<file path="src/rtl/core/tww_pkg.sv">
// Shared types, constants and tables for the twist-to-wheel command block.
// Used by the controller, the datapath, the divider and the top level.
package tww_pkg;

  localparam int CORDIC_STEPS = 14;
  localparam int STEP_W       = 5;
  localparam int DIV_W        = 48;
  localparam int DVS_W        = 16;
  localparam int DIV_CNT_W    = 6;

  localparam logic [2:0] CFG_MAX_STEER     = 3'd0;
  localparam logic [2:0] CFG_MAX_SPEED     = 3'd1;
  localparam logic [2:0] CFG_MIN_SPEED     = 3'd2;
  localparam logic [2:0] CFG_WHEEL_BASE    = 3'd3;
  localparam logic [2:0] CFG_TRACK_WIDTH   = 3'd4;
  localparam logic [2:0] CFG_WHEEL_RADIUS  = 3'd5;
  localparam logic [2:0] CFG_TIMEOUT_TICKS = 3'd6;

  localparam logic signed [15:0] STEER_SMALL = 16'sd81;
  localparam logic signed [15:0] STEER_DIFF  = 16'sd819;

  typedef enum logic [3:0] {
    CMD_NONE,
    CMD_LOAD,
    CMD_TICK,
    CMD_DIV_Q,
    CMD_DIV_H,
    CMD_DIV_RL,
    CMD_DIV_RR,
    CMD_C_INIT,
    CMD_C_STEP,
    CMD_STEER,
    CMD_MUL1,
    CMD_MUL2,
    CMD_WHEELS,
    CMD_COMMIT
  } dp_cmd_t;

  typedef struct packed {
    logic lx_zero;
    logic div_done;
    logic cordic_last;
    logic diff_on;
  } dp_stat_t;

  // arctangent of 2^-i, radians Q16
  function automatic logic [16:0] atan_q16(input logic [STEP_W-1:0] i);
    logic [16:0] a;
    case (i)
      5'd0:  a = 17'd51472;
      5'd1:  a = 17'd30386;
      5'd2:  a = 17'd16055;
      5'd3:  a = 17'd8150;
      5'd4:  a = 17'd4091;
      5'd5:  a = 17'd2047;
      5'd6:  a = 17'd1024;
      5'd7:  a = 17'd512;
      5'd8:  a = 17'd256;
      5'd9:  a = 17'd128;
      5'd10: a = 17'd64;
      5'd11: a = 17'd32;
      5'd12: a = 17'd16;
      5'd13: a = 17'd8;
      5'd14: a = 17'd4;
      5'd15: a = 17'd2;
      5'd16: a = 17'd1;
      default: a = 17'd0;
    endcase
    return a;
  endfunction

endpackage

</file>
<file path="src/rtl/core/tww_ctrl.sv">
// Sequencer for the twist-to-wheel block: walks a command word through
// division, CORDIC and rate steps, and owns the handshakes. Uses tww_pkg.
module tww_ctrl (
  input  logic              clk,
  input  logic              rst_n,
  input  logic              in_tvalid,
  input  logic              in_kind,
  output logic              in_tready,
  output logic              out_tvalid,
  input  logic              out_tready,
  input  tww_pkg::dp_stat_t stat,
  output tww_pkg::dp_cmd_t  cmd
);

  typedef enum logic [4:0] {
    S_IDLE, S_TICK, S_Q_START, S_Q_WAIT, S_C_INIT, S_C_STEP, S_STEER,
    S_MUL1, S_MUL2, S_H_START, S_H_WAIT, S_WHEELS, S_RL_START, S_RL_WAIT,
    S_RR_START, S_RR_WAIT, S_COMMIT
  } state_t;

  state_t state_r;
  logic   out_valid_r;
  logic   slot_free;

  assign slot_free  = !out_valid_r || out_tready;
  assign in_tready  = (state_r == S_IDLE);
  assign out_tvalid = out_valid_r;

  always_comb begin
    case (state_r)
      S_IDLE:     cmd = (in_tvalid && !in_kind) ? tww_pkg::CMD_LOAD : tww_pkg::CMD_NONE;
      S_TICK:     cmd = slot_free ? tww_pkg::CMD_TICK : tww_pkg::CMD_NONE;
      S_Q_START:  cmd = stat.lx_zero ? tww_pkg::CMD_NONE : tww_pkg::CMD_DIV_Q;
      S_C_INIT:   cmd = tww_pkg::CMD_C_INIT;
      S_C_STEP:   cmd = tww_pkg::CMD_C_STEP;
      S_STEER:    cmd = tww_pkg::CMD_STEER;
      S_MUL1:     cmd = tww_pkg::CMD_MUL1;
      S_MUL2:     cmd = tww_pkg::CMD_MUL2;
      S_H_START:  cmd = stat.diff_on ? tww_pkg::CMD_DIV_H : tww_pkg::CMD_NONE;
      S_WHEELS:   cmd = tww_pkg::CMD_WHEELS;
      S_RL_START: cmd = tww_pkg::CMD_DIV_RL;
      S_RR_START: cmd = tww_pkg::CMD_DIV_RR;
      S_COMMIT:   cmd = tww_pkg::CMD_COMMIT;
      default:    cmd = tww_pkg::CMD_NONE;
    endcase
  end

  always_ff @(posedge clk) begin
    if (!rst_n) begin
      state_r     <= S_IDLE;
      out_valid_r <= 1'b0;
    end else begin
      if (out_valid_r && out_tready) begin
        out_valid_r <= 1'b0;
      end
      case (state_r)
        S_IDLE: begin
          if (in_tvalid) begin
            state_r <= in_kind ? S_TICK : S_Q_START;
          end
        end
        S_TICK: begin
          if (slot_free) begin
            out_valid_r <= 1'b1;
            state_r     <= S_IDLE;
          end
        end
        S_Q_START: state_r <= stat.lx_zero ? S_STEER : S_Q_WAIT;
        S_Q_WAIT: begin
          if (stat.div_done) begin
            state_r <= S_C_INIT;
          end
        end
        S_C_INIT: state_r <= S_C_STEP;
        S_C_STEP: begin
          if (stat.cordic_last) begin
            state_r <= S_STEER;
          end
        end
        S_STEER:   state_r <= S_MUL1;
        S_MUL1:    state_r <= S_MUL2;
        S_MUL2:    state_r <= S_H_START;
        S_H_START: state_r <= stat.diff_on ? S_H_WAIT : S_WHEELS;
        S_H_WAIT: begin
          if (stat.div_done) begin
            state_r <= S_WHEELS;
          end
        end
        S_WHEELS:   state_r <= S_RL_START;
        S_RL_START: state_r <= S_RL_WAIT;
        S_RL_WAIT: begin
          if (stat.div_done) begin
            state_r <= S_RR_START;
          end
        end
        S_RR_START: state_r <= S_RR_WAIT;
        S_RR_WAIT: begin
          if (stat.div_done) begin
            state_r <= S_COMMIT;
          end
        end
        S_COMMIT: state_r <= S_IDLE;
        default:  state_r <= S_IDLE;
      endcase
    end
  end

endmodule

</file>
<file path="config.mk">
export PLATFORM = sky130hd
export DESIGN_NAME = tww_ctrl
export DESIGN_NICKNAME = d
export VERILOG_FILES = /design/src/rtl/core/tww_pkg.sv /design/src/rtl/core/tww_ctrl.sv
export SDC_FILE = /design/constraint.sdc
export NUM_CORES = 1
export LEC_CHECK = 0
export BUFFER_PORTS_ARGS = -buffer_cell sky130_fd_sc_hd__buf_4
export CAP_MARGIN = 20
export CORE_MARGIN = 3
export CORE_UTILIZATION = 40
export DETAILED_ROUTE_END_ITERATION = 16
export PLACE_DENSITY = 0.7
export SYNTH_ARGS = -nofsm -noshare
export SYNTH_HDL_FRONTEND = slang
export SYNTH_SLANG_ARGS = --single-unit
</file>
<file path="constraint.sdc">
create_clock -name clk -period 1.73 [get_ports clk]
set_input_delay 0.0865 -clock clk [delete_from_list [all_inputs] [get_ports clk]]
set_output_delay 0.0865 -clock clk [all_outputs]
set_load 0.005 [all_outputs]
</file>
* Yosys cells after proc, flatten, opt, wreduce, memory -nomap -nowiden
Index checks and enable logic that the tools add are counted.
** Storage, ports and cells
- Output and inout port bits :: 6
- Memories :: 0
- Input bits :: 9
- Latch bits :: 0
- ROM bits :: 0
- Logic and storage cells :: 51
- Register bits :: 6
- Bits in writable memories :: 0
** Cells by class
- Magnitude comparators :: 0
- Divide/modulo/power cells :: 0
- Multiplexer cells :: 19
- $mul :: 0
- Shift operators :: 0
- Bitwise gates (word level) :: 0
- Reduce and logical (&&, ||, !) cells :: 7
- Add/sub/neg operators :: 0
- Equal/unequal tests :: 23
** Operators by type and width (number)
- one-hot mux 5 bit (16 select lines) :: 1
- one-hot mux 4 bit (13 select lines) :: 1
- == test 5 x 4 -> 1 bit, second input constant :: 8
- 2-to-1 mux 5 bit :: 7
- == test 5 x 3 -> 1 bit, second input constant :: 4
- != test 2 bit, second input constant :: 7
- == test 5 x 2 -> 1 bit, second input constant :: 2
- AND reduction 7 bit :: 1
- 2-to-1 mux 2 bit :: 3
- 2-to-1 mux 3 bit :: 2
- == test 5 x 1 -> 1 bit, second input constant :: 1
- == test 5 bit, second input constant :: 1
- zero test 5 bit :: 1
- 2-to-1 mux 1 bit :: 5
- logical AND 1 bit :: 2
- zero test 1 bit :: 2
- logical OR 1 bit :: 1

* Logic depth before layout (Yosys ltp)
Gate-level depths: netlist (run 1).
- Word-level depth :: 4
- Gate-level depth with buffers :: 6
- Mapped depth without buffers :: 4

* Least setup slack after synthesis (run 1)
No wires, ideal clock.
- Kind :: reg-to-reg
- From :: register state_r[0]
- To :: register state_r[3]
- Period minus slack after synthesis :: 1.406 ns
- Data arrival time :: 1.272 ns
- Data required time :: 1.596 ns
- Setup slack :: 0.324 ns
- Library setup time :: 0.134 ns
- Path buffers :: 1
- Cell stages (with the launch flop) :: 6
- Cells stage by stage :: dfxtp_1 -> buf_4 -> or3b_4 -> o21ai_0 -> o32a_1 -> o21ai_0
** Between the ends
- Longest elaborated chain between the ends :: 3
- Elaborated cells between the ends (all ways) :: 25
- Those cells by class :: 22 x eq/ne; 1 x mux; 2 x reduce/logical
** RTL lines
- from (decl) :: line tww_ctrl.sv:21 : state_t state_r;
- from (signal assigned) :: line tww_ctrl.sv:59 : state_r <= in_kind ? S_TICK : S_Q_START;
- from (signal assigned) :: line tww_ctrl.sv:68 : S_Q_START: state_r <= stat.lx_zero ? S_STEER : S_Q_WAIT;
- from (signal assigned) :: line tww_ctrl.sv:83 : S_H_START: state_r <= stat.diff_on ? S_H_WAIT : S_WHEELS;
- == test 5 x 1 -> 1 bit (tied with other cells) :: line tww_ctrl.sv:56 : case (state_r)
- != test 2 bit (no source line)
- AND reduction 7 bit (no source line)
Several ways; a longest one is shown, not always the timed one.
A chain may end at the register's enable or synchronous reset.

* Worst setup path after layout (run 1)
- From :: register state_r[2]
- To :: output cmd[1]
** Between the ends
- Longest elaborated chain between the ends :: 2
- Elaborated cells between the ends (all ways) :: 14
- Those cells by class :: 12 x eq/ne; 1 x mux; 1 x reduce/logical
** RTL lines
- == test 5 bit (tied with other cells) :: line tww_ctrl.sv:30 : case (state_r)
- one-hot mux 4 bit (13 select lines) (*) :: line tww_ctrl.sv:30
- to (decl) :: line tww_ctrl.sv:12 : output tww_pkg::dp_cmd_t cmd
Mark *: on every way between the ends. The rest lies on a longest branch, timed or not.

==> results of run 1 <==
==> routing by layer <==
metal | track usage [%] | up-vias | part of all wire, %
met5 | 0 | - | 0
met2 | 25.5 | 22 | 49
met3 | 6.32 | 0 | 6.1
met4 | 4.55 | 0 | 0
met1 | 23.8 | 314 | 45
li1 | - | 354 | -
==> cell families (layout without fill, tap and decap cells) <==
group,after synthesis,in the layout
compound gates,27,27
xor+xnor,3,3
buf+inv,13,29
flops,6,6
mux,4,4
simple gates,35,35
==> flip-flops by register name, summed over array words and instances (netlist names) <==
register    cells
state_r         5
out_tvalid      1
==> cells in the final DEF, fill, tap and decap left out, types with 4 or more instances in the layout <==
cell     synthesis  final
buf_4            1     21
nor2_1           4      4
nand2_1          8      8
inv_1            5      5
a21oi_1          6      6
o21ai_0          8      8
nor3_1           4      4
nand3_1          6      6
mux2i_1          4      4
==> worst max-delay path, delay by kind of cell, from the launching register on <==
family | cells | cell delay, ns
AND/OR/NAND/NOR | 2 | 0.45
AO/OA/AOI/OAI | 2 | 0.37
buffers and inverters | 1 | 0.12
flip-flops | 1 | 0.37
==> through the flow <==
stage	hold slack (ns)	power, uW	cells	utilization, %
finish	0.0987	1060	119	56.8
global route	0.121	1140	119	56.8
CTS	0.0921	1060	119	56.5
detailed placement	0.342	922	116	54.9
global placement	0.345	922	116	54.9
floorplan	0.204	708	88	-
==> final cells by class <==
class	count	area [um2]
fill	125	604
sequential	6	124
multi-input combinational	69	453
inverter	5	18.8
timing repair buffer	21	158
clock buffer	3	22.5
tap	15	18.8
==> power breakdown <==
part	internal (uW)	switching, uW
combinational	359	337
clock	78.5	50.6
sequential	176	62.5
==> final timing paths <==
kind	start	to	slack, ns	cells past startpoint
min	rst_n	out_tvalid	0.1	2
max reg2reg	state_r[0]	state_r[1]	0.16	5
min reg2reg	state_r[0]	state_r[0]	0.52	2
max	state_r[2]	cmd[1]	0.08	5
==> implementation parameters, run 1 <==
Parameter                              Value

Routing
  Via count    between 600 and 700
  Via count normalized by instance count    around 5.8
  WL/cell    roughly 13 um
  Total wirelength of the detailed-routed design    1590 um
  Drc violations    0
  Drt initial violations    24
  DRT Pass-1 Iters    4
  Post-route antenna net violation count    0

Yosys
  Dominant register cell in the synthesized netlist    dfxtp_1
  Share of synthesized flip-flops with an asynchronous set or reset    0%
  Sequential share of the synthesized area    a little under a fifth
  Synth warnings    0
  Parity-gate share of the synthesized area counting xor and xnor cells    between 4 and 5%
  Most common library cells after synthesis    nand2_1, o21ai_0
  Cell count after synthesis    a little under 90
  Fraction of the mapped netlist area in adder cells    0%
  Average instance area after synthesis    7.28 um2
  Flip-flop and latch count after synthesis    6
  Post-synthesis simple-gate area fraction    around 30%
  Combinational family with the most area after synthesis    compound AO/OA/AOI/OAI gates
  Number of flops mapped to enable cells by yosys    0
  Nets in the synthesized netlist    97
  Synth Area in Compound Gates    about 30%
  Post-synth top area share    about a fifth
  Cells taking the most area after synthesis    dfxtp_1, mux2i_1, o21ai_0
  Mux contribution to synthesized area    6.25%
  Synth cell types    34
  Post-synthesis instance area    641 um2
  Dominant cell type by area after synthesis    dfxtp_1

GRT
  First-pass GRT wire length    between 2000 and 3000 um
  Largest net degree at the start of global routing    17
  Remaining global-route overflow    0
  Number of global-route vias before repair    609
  Total Routing Usage GR    17.4%
  Initial antenna violation count    0

Floorplan
  Die Width    roughly 46 um
  CORE AREA    1400 um2
  Die height    roughly 46 um
  Starting Density    between 40% and 50%
  Number of rows created at floorplan    13
  I/O pin total    15
  Die ar.    between 2000 and 2500 um2

CTS
  Clock latency of the later-clocked register in the worst-skew pair    around 0.24 ns
  Clock Tree Root    clkbuf_4
  CTS tree    yes
  Clock transition at path regs    roughly 0.040 ns
  Clock buffer depth    2
  Level count of the clock H-tree    1
  # resized after CTS    0
  Clock buffers created by TritonCTS    3
  Post-CTS Hold Buffers    0
  Post-CTS setup repair buffer count    0
  Number of sinks driven by the clock tree    6

Place
  HPWL Detailed    ~1200 um
  Quantity of I/O buffers inserted on ports    14
  Pre-CTS WS    about 0.11 ns
  Post-DP Area    ~770 um2
  Final RePlAce weighted congestion    between 0.8 and 0.9

STA
  Post-route clock skew    ~0.00053 ns
  Hold Violations, Final    0
  Post-route minimum period    between 1.5 and 2 ns
  Fmax    about 610 MHz
  Slew at the pin with the worst max-slew slack    approximately 0.39 ns
  Fin crit share    roughly 95%
  Number of max-slew violations in the final report    0
  Max-slew headroom    73.7%
  Final setup viols    0
  Unrepaired setup endpoints after global routing    no
  Post-route setup slack    around 0.084 ns
  Post-Route Setup TNS    0 ns

Critical path
  Crit path arrival time    1.56 ns
  Critical path startpoint category    flip-flop
  Crit Path Max Fanout    12
  Crit path max-delay cell type    dfxtp_2
  Start-to-end type of the worst setup path    reg2out
  Cells traversed along the worst timing path    or2_2, o21ai_0, nand3_1, a21oi_1, buf_4
  Required time of the critical path    about 1.6 ns
  Stage delay of the slowest cell on the critical path    about 0.37 ns
  Critical Path Sink Type    output pin

Cells and area
  Fraction of layout cells with a size suffix above 1    a little under a third
  Design Area, Final    ~790 um2
  Antenna diode count    0
  Nets    115
  Syn-to-layout area delta    24.0%

Worst hold path
  Worst hold-check path type    in2reg

Pwr
  Leakage power of the design    between 0.0003 and 0.0004 uW
  Maximum VDD drop    586 uV
  Cell Pwr Density    around 1300 nW/um2

Flow run
  Number of max-capacitance violations reported    0

Run status
  Run status    finished, final reports clean
(Power assumes the default switching activity.)
==> run 2: changes to the inputs <==
PLACE_DENSITY = 0.73   (was 0.7)
TNS_END_PERCENT = 100   (was default)
clock period = 1.39 ns   (was 1.73 ns; I/O delays follow)
==> run 2 against run 1 <==
The run now ends with negative setup slack left. Die area is the same. Register-to-register slack worse by 0.33 ns. Sequential power grew 26%. Critical path depth fell by 2. Critical path type is now reg2reg.
==> implementation parameters, run 2 (synthesized netlist as in run 1, its figures left out) <==
Parameter                              Value

Critical path
  Crit Path Max Fanout    5 (-7)
  Cells traversed along the worst timing path    or3b_4, o311ai_4, mux2i_1
  Start-to-end type of the worst setup path    reg2reg
  Buffers & Inverters on Critical Path    0 (-1)
  Top Family by Delay on Critical Path    simple AND/OR/NAND/NOR gates
  Stage delay of the slowest cell on the critical path    0.41 ns (+0.04 ns)
  Required time of the critical path    1.56 ns (-0.08 ns)
  Reg2Reg Depth    3 (-2)
  Critical Path Start    state_r[0]
  Critical path startpoint category    flip-flop
  Crit path max-delay cell type    or3b_4
  Crit path arrival time    1.73 ns (+0.17 ns)
  Reg2Reg Launch Point    state_r[0]
  Register-to-Register Setup Slack    -0.17 ns (-0.33 ns)
  Critical Path Sink Type    flip-flop
  Destination of the worst register-to-register timing path    state_r[0]

Cells and area
  End-of-flow core utilization    83.3% (+26 points)
  Number of flip-flops under the largest register name    5 (unchanged)
  Most flops, register    state_r
  Number of filler cells placed in the layout    73 (-42%)
  Most frequent standard cell in the layout excluding fill and tap cells    buf_4
  Fraction of layout cells with a size suffix above 1    60.3% (+30 points)
  Nets    142 (+23%)
  Syn-to-layout area delta    81.8%
  Leading cell types in the layout, fill and taps excluded    buf_4, buf_6, nand2_1
  Non-Filler Instances    146 (+23%)
  Antenna diode count    0 (unchanged)

Floorplan
  Die Width    46.0 um (unchanged)
  Die height    46.0 um (unchanged)
  I/O pin total    15 (unchanged)
  Die ar.    2120 um2 (unchanged)
  Number of rows created at floorplan    13 (unchanged)
  Starting Density    45.8% (unchanged)
  CORE AREA    1400 um2 (unchanged)

Routing
  WL/cell    18.8 um (+41%)
  Via count    882 (+28%)
  Highest layer used for signal routing    met4
  Post-route antenna net violation count    0 (unchanged)
  Via count normalized by instance count    6.04 (+4.2%)
  Routed metal-1 wirelength    1060 um (+49%)
  DRT Pass-1 Iters    4 (unchanged)
  Drc violations    0 (unchanged)
  Wire length on met3    172 um (+77%)
  Drt initial violations    31 (+29%)
  Total length of routed met2 wires    1420 um (+82%)
  Total wirelength of the detailed-routed design    2740 um (+73%)

STA
  Final setup viols    9 (+9)
  Hold Violations, Final    0 (unchanged)
  Number of max-slew violations in the final report    0 (unchanged)
  Post-route setup slack    -0.169 ns (-0.252 ns)
  Fmax    ~640 MHz
  Slew at the pin with the worst max-slew slack    0.406 ns (+0.0150 ns)
  Post-route minimum period    roughly 1.6 ns
  Unrepaired setup endpoints after global routing    yes
  Max-slew headroom    72.9% (-0.86 points)
  Post-route clock skew    0.0183 ns (+0.0178 ns)
  Post-Route Setup TNS    -0.707 ns (-0.707 ns)
  Fin crit share    112%

CTS
  Number of sinks driven by the clock tree    6 (unchanged)
  Clock transition at path regs    0.06 ns (+0.02 ns)
  Clock buffers created by TritonCTS    3 (unchanged)
  CTS tree    yes
  Post-CTS Hold Buffers    0 (unchanged)
  Clock latency of the later-clocked register in the worst-skew pair    0.27 ns (+0.03 ns)
  Clock buffer depth    2 (unchanged)
  Clock Tree Root    clkbuf_4
  Level count of the clock H-tree    1 (unchanged)

Pwr
  Leakage power of the design    0.000519 uW (+62%)
  Logic gate share of total power    75.5% (+10 points)
  Clock power frac    9.2% (-2.9 points)
  Overall Power    1970 uW (+85%)
  Switching power as a share of total power    42.6% (+0.27 points)
  Internal power component    1130 uW (+84%)
  Maximum VDD drop    951 uV (+62%)
  Fraction of power consumed by sequential logic    15.3% (-7.1 points)
  Cell Pwr Density    1690 nW/um2 (+26%)
  Power dissipated by switching net loads    838 uW (+86%)

Place
  Cell Count Post-Placement    133 (+15%)
  Quantity of I/O buffers inserted on ports    14 (unchanged)
  Final RePlAce weighted congestion    0.876 (+0.92%)
  HPWL Detailed    1610 um (+31%)

GRT
  First-pass GRT wire length    4060 um (+53%)
  Largest net degree at the start of global routing    8 (-9)
  Remaining global-route overflow    0 (unchanged)
  Number of global-route vias before repair    840 (+38%)
  Initial antenna violation count    0 (unchanged)
  Total Routing Usage GR    29.0% (+12 points)

Worst hold path
  Worst hold path depth    2 (unchanged)
  Worst hold-check path type    in2reg
  Start point of the worst hold path    rst_n
  Worst hold endpoint    out_tvalid

Flow run
  Number of max-capacitance violations reported    0 (unchanged)

Run status
  Violations in the final reports    negative setup slack
  Run status    finished with violations
==> run 2: cell count changes in the layout (fill, tap and decap cells not counted), sizes merged <==
cell,before,now
buf,21,48
==> run 2: final cells by class <==
| cell class | count | area (um2) | share of cell area [%] |
|---|---|---|---|
| inverter | 5 | 23.8 | 2.04 |
| timing repair buffer | 48 | 418 | 35.9 |
| clock buffer | 3 | 22.5 | 1.93 |
| tap | 15 | 18.8 | 1.61 |
| sequential | 6 | 136 | 11.7 |
| multi-input combinational | 69 | 546 | 46.8 |
==> run 2: how the worst max path moves through the flow <==
stage                 end  cells past startpoint  slack [ns]
2_1_floorplan  state_r[0]                      4     -0.0003
3_3_place_gp   state_r[4]                      4       -0.12
3_5_place_dp   state_r[4]                      4       -0.12
4_1_cts            cmd[1]                      6       -0.09
5_1_grt        state_r[0]                      3       -0.21
6_report       state_r[0]                      3       -0.17
==> run 2: power groups by stage <==
| stage | registers (uW) | clock network (uW) | logic [uW] |
|---|---|---|---|
| final | 301 | 181 | 1480 |
| after global routing | 306 | 192 | 1560 |
| after detailed placement | 277 | 0 | 1050 |
| after global placement | 274 | 0 | 1020 |
| after CTS | 282 | 179 | 1240 |
| after floorplan | 230 | 0 | 663 |
==> run 2: repair_timing <==
action,4_1_cts,5_1_grt
gates resized for setup,27,26
pin swaps,7,7
hold endpoints to repair,0,0
endpoints found under the setup margin,10,10
setup buffers,7,3
==> run 2: per-stage QoR <==
stage / setup slack (ns) / instance area (um2) / hold slack [ns]
floorplan: -0.000320 / 644 / 0.187
global placement: -0.122 / 896 / 0.324
detailed placement: -0.120 / 896 / 0.322
CTS: -0.0870 / 1040 / 0.0568
global route: -0.212 / 1160 / 0.0834
finish: -0.169 / 1160 / 0.0689
==> run 2: routing by layer <==
layer,vias to the layer above,track usage [%]
met3,10,7.51
met2,41,47.3
met5,-,0
li1,413,-
met1,418,32.1
met4,0,20.5
